--- src/hdl/smos_pkg.sv ---
// Package for the sliding median offset scaler.
// Holds field widths, fixed constants and the link type between sorter cells.
// No dependencies.
package smos_pkg;

    localparam int SAMPLE_W  = 12;
    localparam int READING_W = 9;
    localparam int SCALE_SHIFT = 3;

    typedef logic [SAMPLE_W-1:0]  sample_t;
    typedef logic [READING_W-1:0] reading_t;

    // Zero offset after reset, in raw sample units.
    localparam sample_t OFFSET_RESET = 12'd500;

    // What one sorter cell shows its right-hand neighbour.
    typedef struct packed {
        sample_t val;   // value held by the cell
        logic    full;  // cell holds a sorted value
        logic    gt;    // cell's value must move right for the value being inserted
    } cell_link_t;

endpackage

--- src/hdl/smos_sort_cell.sv ---
// One cell of the insertion sorter row for the sliding median offset scaler.
// Depends on smos_pkg for the sample and link types.
module smos_sort_cell (
    input  logic                clk,
    input  logic                rst_n,
    input  logic                clear,
    input  logic                ins,
    input  smos_pkg::sample_t   x,
    input  smos_pkg::cell_link_t prev,
    output smos_pkg::cell_link_t own
);
    import smos_pkg::*;

    sample_t val_reg;
    sample_t val_next;
    logic    full_reg;
    logic    full_next;
    logic    gt;

    // An empty cell always sits after the incoming value.
    assign gt = !full_reg || (val_reg > x);

    always_comb
    begin
        val_next  = val_reg;
        full_next = full_reg;
        if (clear)
        begin
            full_next = 1'b0;
        end
        else if (ins)
        begin
            full_next = full_reg | prev.full;
            if (gt)
            begin
                val_next = prev.gt ? prev.val : x;
            end
        end
    end

    always_ff @(posedge clk or negedge rst_n)
    begin
        if (!rst_n)
        begin
            full_reg <= 1'b0;
        end
        else
        begin
            full_reg <= full_next;
        end
    end

    always_ff @(posedge clk)
    begin
        val_reg <= val_next;
    end

    assign own = '{val: val_reg, full: full_reg, gt: gt};

endmodule

--- src/hdl/sliding_median_offset_scaler_unit.sv ---
// An accepted input beat passes through the sorting and result states before its
// output beat is registered; no new beat is taken until the controller is idle again.
// The sorting time is set by the sorter row, which takes one window value per cycle.
// Reset (rst_n, asynchronous, active low) zeroes the window, sets zero_offset to 500
// and empties the sorter and the output register.
// Depends on smos_pkg and smos_sort_cell.
module sliding_median_offset_scaler_unit #(
    parameter int WINDOW_LEN = 10
) (
    input  logic        clk,
    input  logic        rst_n,
    // Configuration: zero_offset register.
    input  logic        cfg_wr_en,
    input  logic [11:0] cfg_wr_data,
    // Input stream.
    input  logic        s_tvalid,
    output logic        s_tready,
    input  logic [15:0] s_tdata,   // [11:0] sample, [15:12] zero
    // Output stream.
    output logic        m_tvalid,
    input  logic        m_tready,
    output logic [23:0] m_tdata    // [11:0] median_raw, [20:12] reading, [23:21] zero
);
    import smos_pkg::*;

    localparam int CNT_W   = $clog2(WINDOW_LEN);
    localparam int MID_LO  = (WINDOW_LEN - 1) / 2;
    localparam int MID_HI  = WINDOW_LEN / 2;

    // The controller: idle and ready for a beat, feeding the sorter, then
    // forming the result once the output register is free.
    typedef enum logic [2:0] {
        ST_IDLE = 3'b001,
        ST_SORT = 3'b010,
        ST_CALC = 3'b100
    } state_t;

    state_t     state_reg;
    state_t     state_next;
    logic [CNT_W-1:0] cnt_reg;
    logic [CNT_W-1:0] cnt_next;

    sample_t    offset_reg;

    // The window is a shift line, oldest sample in entry 0. While sorting it
    // rotates once per cycle so that entry 0 feeds the sorter and, after a full
    // turn, every sample is back in place.
    sample_t    window_reg [WINDOW_LEN];

    logic       accept;
    logic       rotate;
    logic       sort_clear;
    logic       sort_ins;

    cell_link_t link [WINDOW_LEN+1];

    logic       m_tvalid_reg;
    sample_t    median_reg;
    reading_t   reading_reg;
    logic       out_load;

    logic [SAMPLE_W:0] mid_sum;
    sample_t    median;
    logic [SAMPLE_W:0] diff;
    reading_t   reading;

    assign s_tready = (state_reg == ST_IDLE);
    assign accept   = s_tvalid && s_tready;
    assign rotate   = (state_reg == ST_SORT);
    assign sort_clear = accept;
    assign sort_ins = rotate;

    // Configuration register.
    always_ff @(posedge clk or negedge rst_n)
    begin
        if (!rst_n)
        begin
            offset_reg <= OFFSET_RESET;
        end
        else if (cfg_wr_en)
        begin
            offset_reg <= cfg_wr_data;
        end
    end

    // Window shift line: a new sample enters at the top on an accepted beat,
    // the oldest entry wraps round to the top while sorting.
    always_ff @(posedge clk or negedge rst_n)
    begin
        if (!rst_n)
        begin
            for (int i = 0; i < WINDOW_LEN; i++)
            begin
                window_reg[i] <= '0;
            end
        end
        else if (accept || rotate)
        begin
            for (int i = 0; i < WINDOW_LEN - 1; i++)
            begin
                window_reg[i] <= window_reg[i+1];
            end
            window_reg[WINDOW_LEN-1] <= accept ? s_tdata[SAMPLE_W-1:0] : window_reg[0];
        end
    end

    // Insertion sorter: a row of cells kept in ascending order. Each cycle the
    // value at the head of the window is broadcast and every cell either keeps
    // its value, takes its left neighbour's value or takes the new value.
    assign link[0] = '{val: '0, full: 1'b1, gt: 1'b0};

    for (genvar g = 0; g < WINDOW_LEN; g++)
    begin : g_cell
        smos_sort_cell u_cell (
            .clk   (clk),
            .rst_n (rst_n),
            .clear (sort_clear),
            .ins   (sort_ins),
            .x     (window_reg[0]),
            .prev  (link[g]),
            .own   (link[g+1])
        );
    end

    // Median of the two middle cells, then the offset removal and scaling.
    // A 12-bit median shifted right by three is at most 511, so the clamp at
    // 999 can never act and is not built.
    assign mid_sum = {1'b0, link[MID_LO+1].val} + {1'b0, link[MID_HI+1].val};
    assign median  = mid_sum[SAMPLE_W:1];
    assign diff    = {1'b0, median} - {1'b0, offset_reg};
    assign reading = (median > offset_reg) ? diff[SAMPLE_W-1:SCALE_SHIFT] : '0;

    assign out_load = (state_reg == ST_CALC) && (!m_tvalid_reg || m_tready);

    always_comb
    begin
        state_next = state_reg;
        cnt_next   = cnt_reg;
        case (state_reg)
            ST_IDLE:
            begin
                if (accept)
                begin
                    state_next = ST_SORT;
                    cnt_next   = '0;
                end
            end
            ST_SORT:
            begin
                cnt_next = cnt_reg + 1'b1;
                if (cnt_reg == CNT_W'(WINDOW_LEN - 1))
                begin
                    state_next = ST_CALC;
                end
            end
            ST_CALC:
            begin
                if (out_load)
                begin
                    state_next = ST_IDLE;
                end
            end
            default:
            begin
                state_next = ST_IDLE;
            end
        endcase
    end

    always_ff @(posedge clk or negedge rst_n)
    begin
        if (!rst_n)
        begin
            state_reg <= ST_IDLE;
            cnt_reg   <= '0;
        end
        else
        begin
            state_reg <= state_next;
            cnt_reg   <= cnt_next;
        end
    end

    // Output register: holds a finished beat until the downstream side takes it,
    // while the next input beat is already being sorted.
    always_ff @(posedge clk or negedge rst_n)
    begin
        if (!rst_n)
        begin
            m_tvalid_reg <= 1'b0;
        end
        else if (out_load)
        begin
            m_tvalid_reg <= 1'b1;
        end
        else if (m_tready)
        begin
            m_tvalid_reg <= 1'b0;
        end
    end

    always_ff @(posedge clk)
    begin
        if (out_load)
        begin
            median_reg  <= median;
            reading_reg <= reading;
        end
    end

    assign m_tvalid = m_tvalid_reg;
    assign m_tdata  = {3'b000, reading_reg, median_reg};

endmodule

--- config.mk ---
export PLATFORM = sky130hd
export DESIGN_NAME = sliding_median_offset_scaler_unit
export DESIGN_NICKNAME = d
export VERILOG_FILES = /design/src/hdl/smos_pkg.sv /design/src/hdl/smos_sort_cell.sv /design/src/hdl/sliding_median_offset_scaler_unit.sv
export SDC_FILE = /design/constraint.sdc
export NUM_CORES = 1
export LEC_CHECK = 0
export BUFFER_PORTS_ARGS = -buffer_cell sky130_fd_sc_hd__buf_2
export CAP_MARGIN = 30
export CORE_MARGIN = 4
export CORE_UTILIZATION = 43
export CTS_CLUSTER_DIAMETER = 80
export CTS_CLUSTER_SIZE = 12
export DETAILED_ROUTE_END_ITERATION = 8
export GPL_TIMING_DRIVEN = 0
export HOLD_SLACK_MARGIN = 0.06
export PLACE_DENSITY = 0.63
export SLEW_MARGIN = 40
export SYNTH_ARGS = -nofsm -noshare
export SYNTH_HDL_FRONTEND = slang
export SYNTH_SLANG_ARGS = --single-unit
--- constraint.sdc ---
create_clock -name clk -period 6.1 [get_ports clk]
set_clock_uncertainty 0.2 [all_clocks]
set_input_delay 0 -clock clk [delete_from_list [all_inputs] [get_ports clk]]
set_output_delay 0 -clock clk [all_outputs]
set_load 0.05 [all_outputs]
==> results of run 1 <==
-- worst max path at each step --
stage | endpoint | start | depth (start not counted)
finish | reading_reg[0]$_SDFFCE_PP0P_ | g_cell[4].u_cell.val_reg[2]$_DFFE_PP_ | 14
global route | reading_reg[0]$_SDFFCE_PP0P_ | g_cell[4].u_cell.val_reg[2]$_DFFE_PP_ | 14
CTS | reading_reg[0]$_SDFFCE_PP0P_ | g_cell[4].u_cell.val_reg[2]$_DFFE_PP_ | 14
detailed placement | reading_reg[0]$_SDFFCE_PP0P_ | g_cell[4].u_cell.val_reg[2]$_DFFE_PP_ | 14
global placement | reading_reg[0]$_SDFFCE_PP0P_ | g_cell[4].u_cell.val_reg[2]$_DFFE_PP_ | 14
floorplan | reading_reg[0]$_SDFFCE_PP0P_ | g_cell[4].u_cell.val_reg[2]$_DFFE_PP_ | 14
-- worst max-delay path: stages, from the launching register on --
cell and delay [ps]:
edfxtp_1 450, ha_1 380, nor2b_1 160, nor3_1 190
o21a_1 220, nor3_1 90, a2111oi_2 430, xnor2_1 190
ha_1 400, o21ai_0 160, a21oi_1 160, o32ai_1 100
a21o_1 170, buf_6 140, a211oi_1 250
-- placed cells by master, fill, tap and decap left out, types with 23 or more instances in the layout --
cell             n
clkbuf_16       23
nand2_1        355
dfrtp_1        139
nor2_1          25
edfxtp_1        93
clkbuf_1        35
buf_2           61
ha_1            97
a21oi_1         44
mux2_2          52
inv_1           34
o21ai_0         40
dlygate4sd3_1   71
-- area by class of cell --
type | instances | area (um2)
Antenna cell | 3 | 7.51
Buffer | 44 | 238
Clock buffer | 35 | 621
Clock inverter | 1 | 8.76
Fill cell | 2369 | 13000
Inverter | 34 | 128
Multi-Input combinational cell | 784 | 4970
Sequential cell | 239 | 6450
Tap cell | 341 | 427
Timing Repair Buffer | 126 | 1070
-- logic make-up (layout without fill, tap and decap cells) --
group	after synthesis	count (layout)	share of synthesized area, %
compound gates	147	147	8.09
xor+xnor	20	20	1.49
fa+ha+maj	98	98	10.5
buf+inv	78	240	3.11
flops	239	239	54.9
mux	61	61	6.09
other cells	1	6	0.0319
simple gates	455	455	15.8
-- repair_timing --
item                                    in CTS  in global routing
endpoints found under the setup margin       0                  0
hold buffers                                72                  0
endpoints found under the hold margin      176                  0
-- power groups by stage --
stage | registers, uW | logic (uW) | clock network [uW]
final | 2500 | 2200 | 1270
after global routing | 2550 | 2510 | 1360
after CTS | 2500 | 2210 | 1310
after detailed placement | 2520 | 2140 | 0
after global placement | 2510 | 2070 | 0
after floorplan | 2390 | 1640 | 0
-- through the flow --
stage | hold slack, ps | instance area (um2) | util, % | total power (uW)
finish | 76.4 | 13900 | 51.7 | 5970
global route | 98.2 | 13900 | 51.7 | 6420
CTS | 65.2 | 13900 | 51.6 | 6010
detailed placement | -316 | 12600 | 46.6 | 4660
global placement | 12.1 | 12500 | 46.2 | 4580
floorplan | -496 | 11800 | - | 4040
-- per-layer routing --
metal  global-route usage (%)  vias to the layer above  part of all wire (%)
li1                         -                     4116                     -
met1                     23.9                     4082                    45
met2                     31.6                      141                    49
met3                     2.94                       49                   3.5
met4                     5.12                        2                   2.5
met5                        0                        -                 0.044
==> summary.txt, run 1 <==
Layout
  • Final nets: 1383
  • Final std cells w/o fill: 1607
  • Area Overhead vs Synth: 18.4%
  • Layout cells sized above 1: roughly 14%
  • Max reg flops: 120

Synthesis
  • Syn Area/Cell: approximately 11 um2
  • Synth top cells by count: nand2_1, dfrtp_1, ha_1
  • Register bit total from synthesis: 239
  • Share of the synthesized area in the top cell type: ~30%
  • Post-synthesis sequential area ratio: a little over half
  • Library cells used by synthesis: 54
  • Mapped cell area: 11800 um2
  • Yosys warnings: 0
  • Post-synth top area cell: dfrtp_1
  • Top cells by area, synth: dfrtp_1, edfxtp_1, nand2_1
  • Post-Syn Instances: 1099
  • Post-synth ARST share: 61.1%
  • Post-synth EDFFs: between 90 and 100
  • Top_reg_cell synth: dfrtp_1
  • Most frequent cell after synthesis: nand2_1

Placed design
  • Final HPWL DP: roughly 19000 um
  • Post-Place Cells: 1496
  • GPL Wtd Cong: 0.803
  • Post-place setup slack: 2310 ps
  • Number of I/O port buffers: 51

Timing
  • Final setup vio count: 0
  • Slew headroom: between 40% and 50%
  • Final WS setup: 2220 ps
  • Final cycle utilization of the critical path: 63.7%
  • RSZ-0062 raised after global routing: false
  • Final hold violations: 0
  • Worst-Margin Slew: 767 ps
  • Final Max Tran Viols: 0
  • Final min period: 3880 ps
  • Total Negative Setup Slacks: 0 ps
  • Maximum clock rate: 257 MHz

Route
  • Final antenna-violating net count: 0
  • Via-per-instance ratio: approximately 5.2
  • Total wire length: between 20000 and 30000 um
  • First DRT Iteration DRCs: 518
  • 1st-pass router iterations: 5
  • # DRC: 0
  • Vias: between 8k and 9k
  • Wire length per cell: between 15 and 20 um

Clock network
  • Root Driver: clkbuf_16
  • CTS H-tree lvls: 1
  • CTS Buf Count: 23
  • CTS clk-pin slew, worst paths: roughly 60 ps
  • CTS Sinks: 239
  • Max clock buf depth: 3
  • Worst-Skew Late Latency: 500 ps
  • Setup bufs post-CTS: 0
  • CTS tree: yes
  • Post-CTS Resized: 0

Min path
  • Hold Path Depth: 4
  • Hold crit path type: in2reg
  • WHS Endpoint: window_reg[8]$_DFFE_PN0P_
  • HP Start: s_tdata[8]

Floorplanning
  • Die width: 173 um
  • Row count: 60
  • Initial core utilization: 43.6%
  • # IOs: between 50 and 60
  • Core ar.: about 27000 um2
  • Die Ht: 173 um
  • Die area: about 30000 um2

Global routing
  • Initial antenna violation count: 4
  • Largest net degree at the start of global routing: 70
  • First-pass GRT wire length: 44800 um
  • GRT Overall Usage: 18.3%
  • Vias in the first global route: 8597
  • GRT overflow: 0

Critical path
  • CP max FO: 9
  • Setup crit start kind: flop
  • Worst reg2reg path depth: 14
  • Worst flop-to-flop path startpoint: g_cell[4].u_cell.val_reg[2]$_DFFE_PP_
  • Flop-to-flop setup slack: between 2000 and 2500 ps
  • Setup CP Type: reg2reg
  • Crit end category: flop
  • R2r endpoint: reading_reg[0]$_SDFFCE_PP0P_
  • CP Data Arrival Time: 4000 ps
  • Req. time, crit path: about 6200 ps

Power
  • Gate power share: 36.9%
  • Pint: 3770 uW
  • Leak Pwr: 0.00631 uW
  • Pwr per Cell Area: about 430 nW/um2
  • Clk pwr share: about a fifth
  • Sequential Power Share: 41.8%
  • Switch share: 36.8%
  • Peak supply drop: 0.304 mV
  • Psw: 2200 uW

Run status
  • Status: finished clean

Job
  • Maxcap violations: 0
(Power assumes the default switching activity.)
==> inputs of run 2 (changes only) <==
- ABC_AREA: not set -> 1
- PLACE_DENSITY: 0.63 -> 0.66
- clock period: 6.1 -> 3.3 ns (I/O delays scaled with it)
==> run 2 against run 1 <==
  * Critical endpoint is now g_cell[1].u_cell.val_reg[2]$_DFFE_PP_
  * Critical path type unchanged
  * Synthesized cell count up 26%
  * First-iteration DRC count rose by 33%
  * Total power grew 120%
  * Non-clock buffer count grew 26
  * Critical path depth fell by 4
  * Sequential share of layout area down 2.9 points
==> summary.txt, run 2 <==
Layout
  • Area Overhead vs Synth: 20.8%
  • # fillers: 2533
  • Final nets: 1691
  • Layout cells sized above 1: 11.7%
  • Final std cells w/o fill: 1949
  • Max reg flops: 120
  • Most common cell after layout, fill and taps aside: nand2_1
  • N_diodes: 0
  • Most frequent cells in the layout: nand2_1, inv_1, dfrtp_1, o21ai_0, edfxtp_1
  • Util after Layout: 53.1%

Placed design
  • Number of I/O port buffers: 51
  • Post-Place Cells: 1817
  • Final HPWL DP: 21400 um
  • GPL Wtd Cong: slightly below 0.9

Synthesis
  • Post-synth ARST share: 61.1%
  • Syn Area/Cell: between 8 and 9 um2
  • Register bit total from synthesis: approximately 240
  • Post-synth EDFFs: 93
  • Post-synthesis sequential area ratio: a little over half
  • Most frequent cell after synthesis: nand2_1
  • Post-synth top area cell: dfrtp_1
  • Yosys warnings: 0
  • Mapped cell area: 12300 um2
  • Synth top cells by count: nand2_1, inv_1, dfrtp_1
  • Top cells by area, synth: dfrtp_1, edfxtp_1, nand2_1
  • Top_reg_cell synth: dfrtp_1
  • Library cells used by synthesis: 33
  • Share of the synthesized area in the top cell type: 28.3%
  • Post-Syn Instances: about 1.4k

Timing
  • RSZ-0062 raised after global routing: true
  • Final Max Tran Viols: 0
  • Final hold violations: 0
  • Final min period: around 3200 ps
  • Maximum clock rate: 317 MHz
  • Final setup vio count: 0
  • Worst-Margin Slew: 738 ps
  • Final cycle utilization of the critical path: 95.7%
  • Final hold slack: 84.3 ps
  • Slew headroom: between 50% and 60%

Critical path
  • CP max FO: 12
  • Crit end category: flop
  • Setup CP Type: reg2reg
  • Req. time, crit path: 3290 ps
  • CP Data Arrival Time: 3150 ps
  • Setup crit start kind: flop

Min path
  • Hold crit path type: in2reg

Route
  • Vias: 9887
  • 1st-pass router iterations: 7
  • Wire length per cell: between 15 and 20 um
  • Total wire length: 30600 um
  • Final antenna-violating net count: 0
  • # DRC: 0
  • Via-per-instance ratio: 5.07
  • First DRT Iteration DRCs: 687

Clock network
  • Worst-Skew Late Latency: between 500 and 600 ps
  • CTS Buf Count: 24
  • CTS tree: yes
  • CTS Sinks: between 200 and 250
  • Max clock buf depth: 3
  • CTS clk-pin slew, worst paths: 60 ps
  • CTS H-tree lvls: 1
  • Root Driver: clkbuf_16

Floorplanning
  • # IOs: 59
  • Core ar.: about 28000 um2
  • Initial core utilization: a little over two fifths
  • Die area: 31400 um2
  • Die width: roughly 180 um
  • Die Ht: ~180 um
  • Row count: 61

Global routing
  • GRT Overall Usage: between 15 and 20%
  • Initial antenna violation count: 0
  • GRT overflow: 0
  • Vias in the first global route: 9969
  • Largest net degree at the start of global routing: 67
  • First-pass GRT wire length: around 50000 um

Run status
  • Status: finished clean

Job
  • Maxcap violations: 0

Power
  • Leak Pwr: 0.00699 uW
  • Total power: 12900 uW
  • Pwr per Cell Area: 866 nW/um2
  • Peak supply drop: 0.440 mV
==> run 2: metal layers <==
layer | track usage [%] | part of all wire (%) | up-vias
li1 | - | - | 4868
met1 | 26.4 | 44 | 4731
met2 | 34.2 | 48 | 231
met3 | 2.31 | 4.5 | 57
met4 | 6.19 | 3.1 | 0
met5 | 0 | 0 | -
==> run 2: area by class of cell <==
class	instances	area, um2	area share, %
Sequential cell	239	6460	43.5
Clock inverter	3	47.5	0.320
Tap cell	378	473	3.18
Inverter	178	698	4.70
Clock buffer	34	642	4.32
Timing Repair Buffer	148	1210	8.17
Multi-Input combinational cell	921	5070	34.1
Buffer	48	263	1.77
==> run 2: logic make-up (layout without fill, tap and decap cells) <==
family / after synthesis / count (layout) / share of synthesized area [%]
simple gates: 597 / 597 / 19.8
flops: 239 / 239 / 52.5
buf+inv: 226 / 411 / 7.56
compound gates: 207 / 207 / 8.95
fa+ha+maj: 98 / 98 / 10.0
xor+xnor: 15 / 15 / 1.07
other cells: 1 / 3 / 0.0305
mux: 1 / 1 / 0.0915
==> run 2: final timing paths <==
check                      cells past startpoint  slack, ps                                    end                         from
max                                           10        140  g_cell[1].u_cell.val_reg[2]$_DFFE_PP_  window_reg[112]$_DFFE_PN0P_
min                                            4         80              window_reg[7]$_DFFE_PN0P_                   s_tdata[7]
max reg2reg                                   10        140  g_cell[1].u_cell.val_reg[2]$_DFFE_PP_  window_reg[112]$_DFFE_PN0P_
min reg2reg                                    2        280             window_reg[71]$_DFFE_PN0P_   window_reg[59]$_DFFE_PN0P_
max in group asynchronous                      6       1390              offset_reg[6]$_DFFE_PN1P_                        rst_n
min in group asynchronous                      4        410             window_reg[39]$_DFFE_PN0P_                        rst_n
==> run 2: power by group <==
part,internal [uW],switching [uW],total [uW]
clock,1360,1120,2470
sequential,4190,598,4790
combinational,1970,3630,5600
total,7520,5340,12900
==> run 2: timing repair <==
action,in CTS,in global routing
hold buffers,73,1
buffers inserted,0,21
hold endpoints to repair,211,18
endpoints found under the setup margin,69,81
resized for setup,8,27
pin swaps,0,2
==> run 2: stage by stage <==
step           instance area, um2  setup slack [ps]  TNS (ps)
6_report                    14900               143         0
3_5_place_dp                13100              -206     -9440
5_1_grt                     14900             -29.0      -190
2_1_floorplan               12300               386         0
3_3_place_gp                13000              -430    -29110
4_1_cts                     14600              5.43         0
==> run 2: critical path, stage by stage, from the launching register on <==
cell and delay (ps):
dfrtp_1 720, clkinvlp_4 260, buf_4 210, ha_1 270
nand4_1 90, nor2_1 170, nand2_1 80, nand3_1 80
nand2_1 120, buf_2 220, a21oi_4 370
==> inputs of run 3 (changes only) <==
- MAX_ROUTING_LAYER: not set -> met4
- PLACE_DENSITY: 0.66 -> 0.63
- SYNTH_HIERARCHICAL: not set -> 1
- clock period: 3.3 -> 3.1 ns (I/O delays scaled with it)
==> run 3 against run 2 <==
  * Register-to-register slack hardly changed
  * Clock power grew 8.9%
  * Flip-flop and latch count is the same
==> summary.txt, run 3 <==
Global routing
  • GRT Overall Usage: 18.8%
  • Met3 Use GR: 2.42%
  • First-pass GRT wire length: about 50000 um
  • Initial antenna violation count: 0
  • GR peak layer: met2
  • Largest net degree at the start of global routing: 53
  • GRT overflow: 0
  • Met1 usage: roughly a quarter
  • Vias in the first global route: ~9.9k
  • Met2 Resource Use GR: a little under a third

Min path
  • WHS Endpoint: window_reg[6]$_DFFE_PN0P_
  • HP Start: s_tdata[6]
  • Hold Path Depth: 4
  • Hold crit path type: in2reg

Power
  • Switch share: 41.1%
  • Gate power share: 45.4%
  • Psw: 5850 uW
  • Pint: 8380 uW
  • Clk pwr share: 18.9%
  • Leak Pwr: 0.00725 uW
  • Pwr per Cell Area: 906 nW/um2
  • Peak supply drop: around 0.53 mV
  • Sequential Power Share: 35.7%

Clock network
  • CTS tree: yes
  • CTS Buf Count: 24
  • Max clock buf depth: 3
  • Root Driver: clkbuf_16
  • Worst-Skew Late Latency: approximately 530 ps
  • CTS Sinks: around 240
  • CTS H-tree lvls: 1
  • CTS clk-pin slew, worst paths: around 60 ps

Synthesis
  • Post-Syn Instances: 1454
  • Yosys warnings: 6
  • Mapped cell area: 12900 um2
  • Syn Area/Cell: 8.88 um2

Critical path
  • CP max FO: 5
  • R2r endpoint: reading_reg[3]$_SDFFCE_PP0P_
  • Worst flop-to-flop path startpoint: g_cell[4].u_cell/val_reg[1]$_DFFE_PP_
  • Setup crit start kind: flop
  • Req. time, crit path: 3170 ps
  • CP Data Arrival Time: ~3000 ps
  • Setup CP Type: reg2reg
  • Critical path's largest stage delay: approximately 450 ps
  • CP top delay family: simple AND/OR/NAND/NOR gates
  • Worst path cell trace: buf_4 > ha_1 > nand2_1 > o21ai_2 > nand2_1 > nand2_2 > nand2_1 > nand2_1 > nand2_1 > nand2_2 > ha_4 > nand2_2 > nor2_4 > and2_1 > nand2_2 > nand3_4 > nand2_4 > nor2_1
  • WP buf/inv: 1
  • Crit end category: flop
  • Flop-to-flop setup slack: 130 ps
  • Crit path top cell by count: nand2_1
  • CP max stage cell: edfxtp_1
  • Worst reg2reg path depth: 18

Layout
  • Fin area: 15700 um2
  • Max reg flops: 120
  • N_diodes: 0
  • Layout cells sized above 1: roughly 17%
  • Final nets: 1769
  • Most frequent cells in the layout: nand2_1, inv_1, dfrtp_1, o21ai_0, edfxtp_1
  • Most common cell after layout, fill and taps aside: nand2_1
  • Area Overhead vs Synth: 21.6%

Run status
  • Status: finished clean

Route
  • Total wire length: roughly 30000 um
  • Vias: 9926
  • 1st-pass router iterations: 5
  • Final antenna-violating net count: 0
  • First DRT Iteration DRCs: 515
  • Via-per-instance ratio: just under 5
  • Wire length per cell: 14.8 um
  • # DRC: 0

Floorplanning
  • Die area: 32900 um2
  • Die Ht: 181 um
  • Initial core utilization: between 40% and 50%
  • Core ar.: 29600 um2
  • Row count: 63
  • # IOs: 59
  • Die width: 181 um

Job
  • Maxcap violations: 0

Placed design
  • Final HPWL DP: between 20000 and 25000 um
  • DP Area: roughly 14000 um2
  • Number of I/O port buffers: 51
  • GPL Wtd Cong: 0.872

Timing
  • Final min period: a little under 3000 ps
  • Maximum clock rate: about 340 MHz
  • Slew headroom: just under 50%
  • Final cycle utilization of the critical path: 95.9%
  • Final hold violations: 0
  • Final setup vio count: 0
  • Worst-Margin Slew: 756 ps
  • Total Negative Setup Slacks: 0 ps
  • Final Max Tran Viols: 0
[run 3: routing by layer]
layer | wire length (um) | part of all wire, %
met1 | 13800 | 46
met3 | 1300 | 4.3
met5 | 0 | 0
met4 | 652 | 2.2
met2 | 14400 | 48
[run 3: layout make-up]
class                   count  area, um2
plain buffers              54        378
well taps                 390        488
clock buffers              36        677
fillers                  2685      13900
multi-input cells         925       5540
inverters                 256        961
clock inverters             2       38.8
flip-flops and latches    239       6450
repair buffers            138       1170
[run 3: stage by stage]
stage	cells	hold slack, ps	util [%]	setup slack (ps)	power, uW
2_1_floorplan	1473	-496	-	248	9340
3_3_place_gp	1914	-3.69	46.3	-338	10800
3_5_place_dp	1916	-274	46.6	-251	11000
4_1_cts	2033	70.1	52.0	4.81	14000
5_1_grt	2040	80.3	53.0	-14.2	15500
6_report	2040	79.6	53.0	128	14200
[run 3: how the worst max path moves through the flow]
stage                                           from                            to  slack [ps]  cells after the start
4_1_cts        g_cell[4].u_cell/val_reg[2]$_DFFE_PP_  reading_reg[6]$_SDFFCE_PP0P_           5                     16
5_1_grt        g_cell[4].u_cell/val_reg[1]$_DFFE_PP_  reading_reg[8]$_SDFFCE_PP0P_         -10                     18
2_1_floorplan  g_cell[5].u_cell/val_reg[1]$_DFFE_PP_  reading_reg[3]$_SDFFCE_PP0P_         250                     16
6_report       g_cell[4].u_cell/val_reg[1]$_DFFE_PP_  reading_reg[3]$_SDFFCE_PP0P_         130                     18
3_5_place_dp   g_cell[4].u_cell/val_reg[1]$_DFFE_PP_  reading_reg[7]$_SDFFCE_PP0P_        -250                     16
3_3_place_gp                                   rst_n          m_tvalid$_DFFE_PN0P_        -340                      1
[run 3: worst reg2reg max path, stage by stage (launching register included)]
cell      delay (ps)
edfxtp_1         450
buf_4            170
ha_1             260
nand2_1           60
o21ai_2          190
nand2_1           90
nand2_2          110
nand2_1           90
nand2_1           60
nand2_1           60
nand2_2          100
ha_4             230
nand2_2          100
nor2_4            40
and2_1           140
nand2_2           80
nand3_4           90
nand2_4          140
nor2_1            60
[run 3: power by group through the flow]
stage               logic (uW)  clock network [uW]  registers, uW
floorplan                 4540                   0           4800
CTS                       6140                2780           5060
finish                    6460                2690           5070
detailed placement        5870                   0           5110
global placement          5710                   0           5090
global route              7390                2900           5180
[run 3: what timing repair did]
action,in CTS,in global routing
gates resized for setup,18,43
endpoints found under the hold margin,174,0
setup buffers,2,6
pin swaps,0,12
hold buffers,77,0
cloned,0,1
endpoints found under the setup margin,9,9
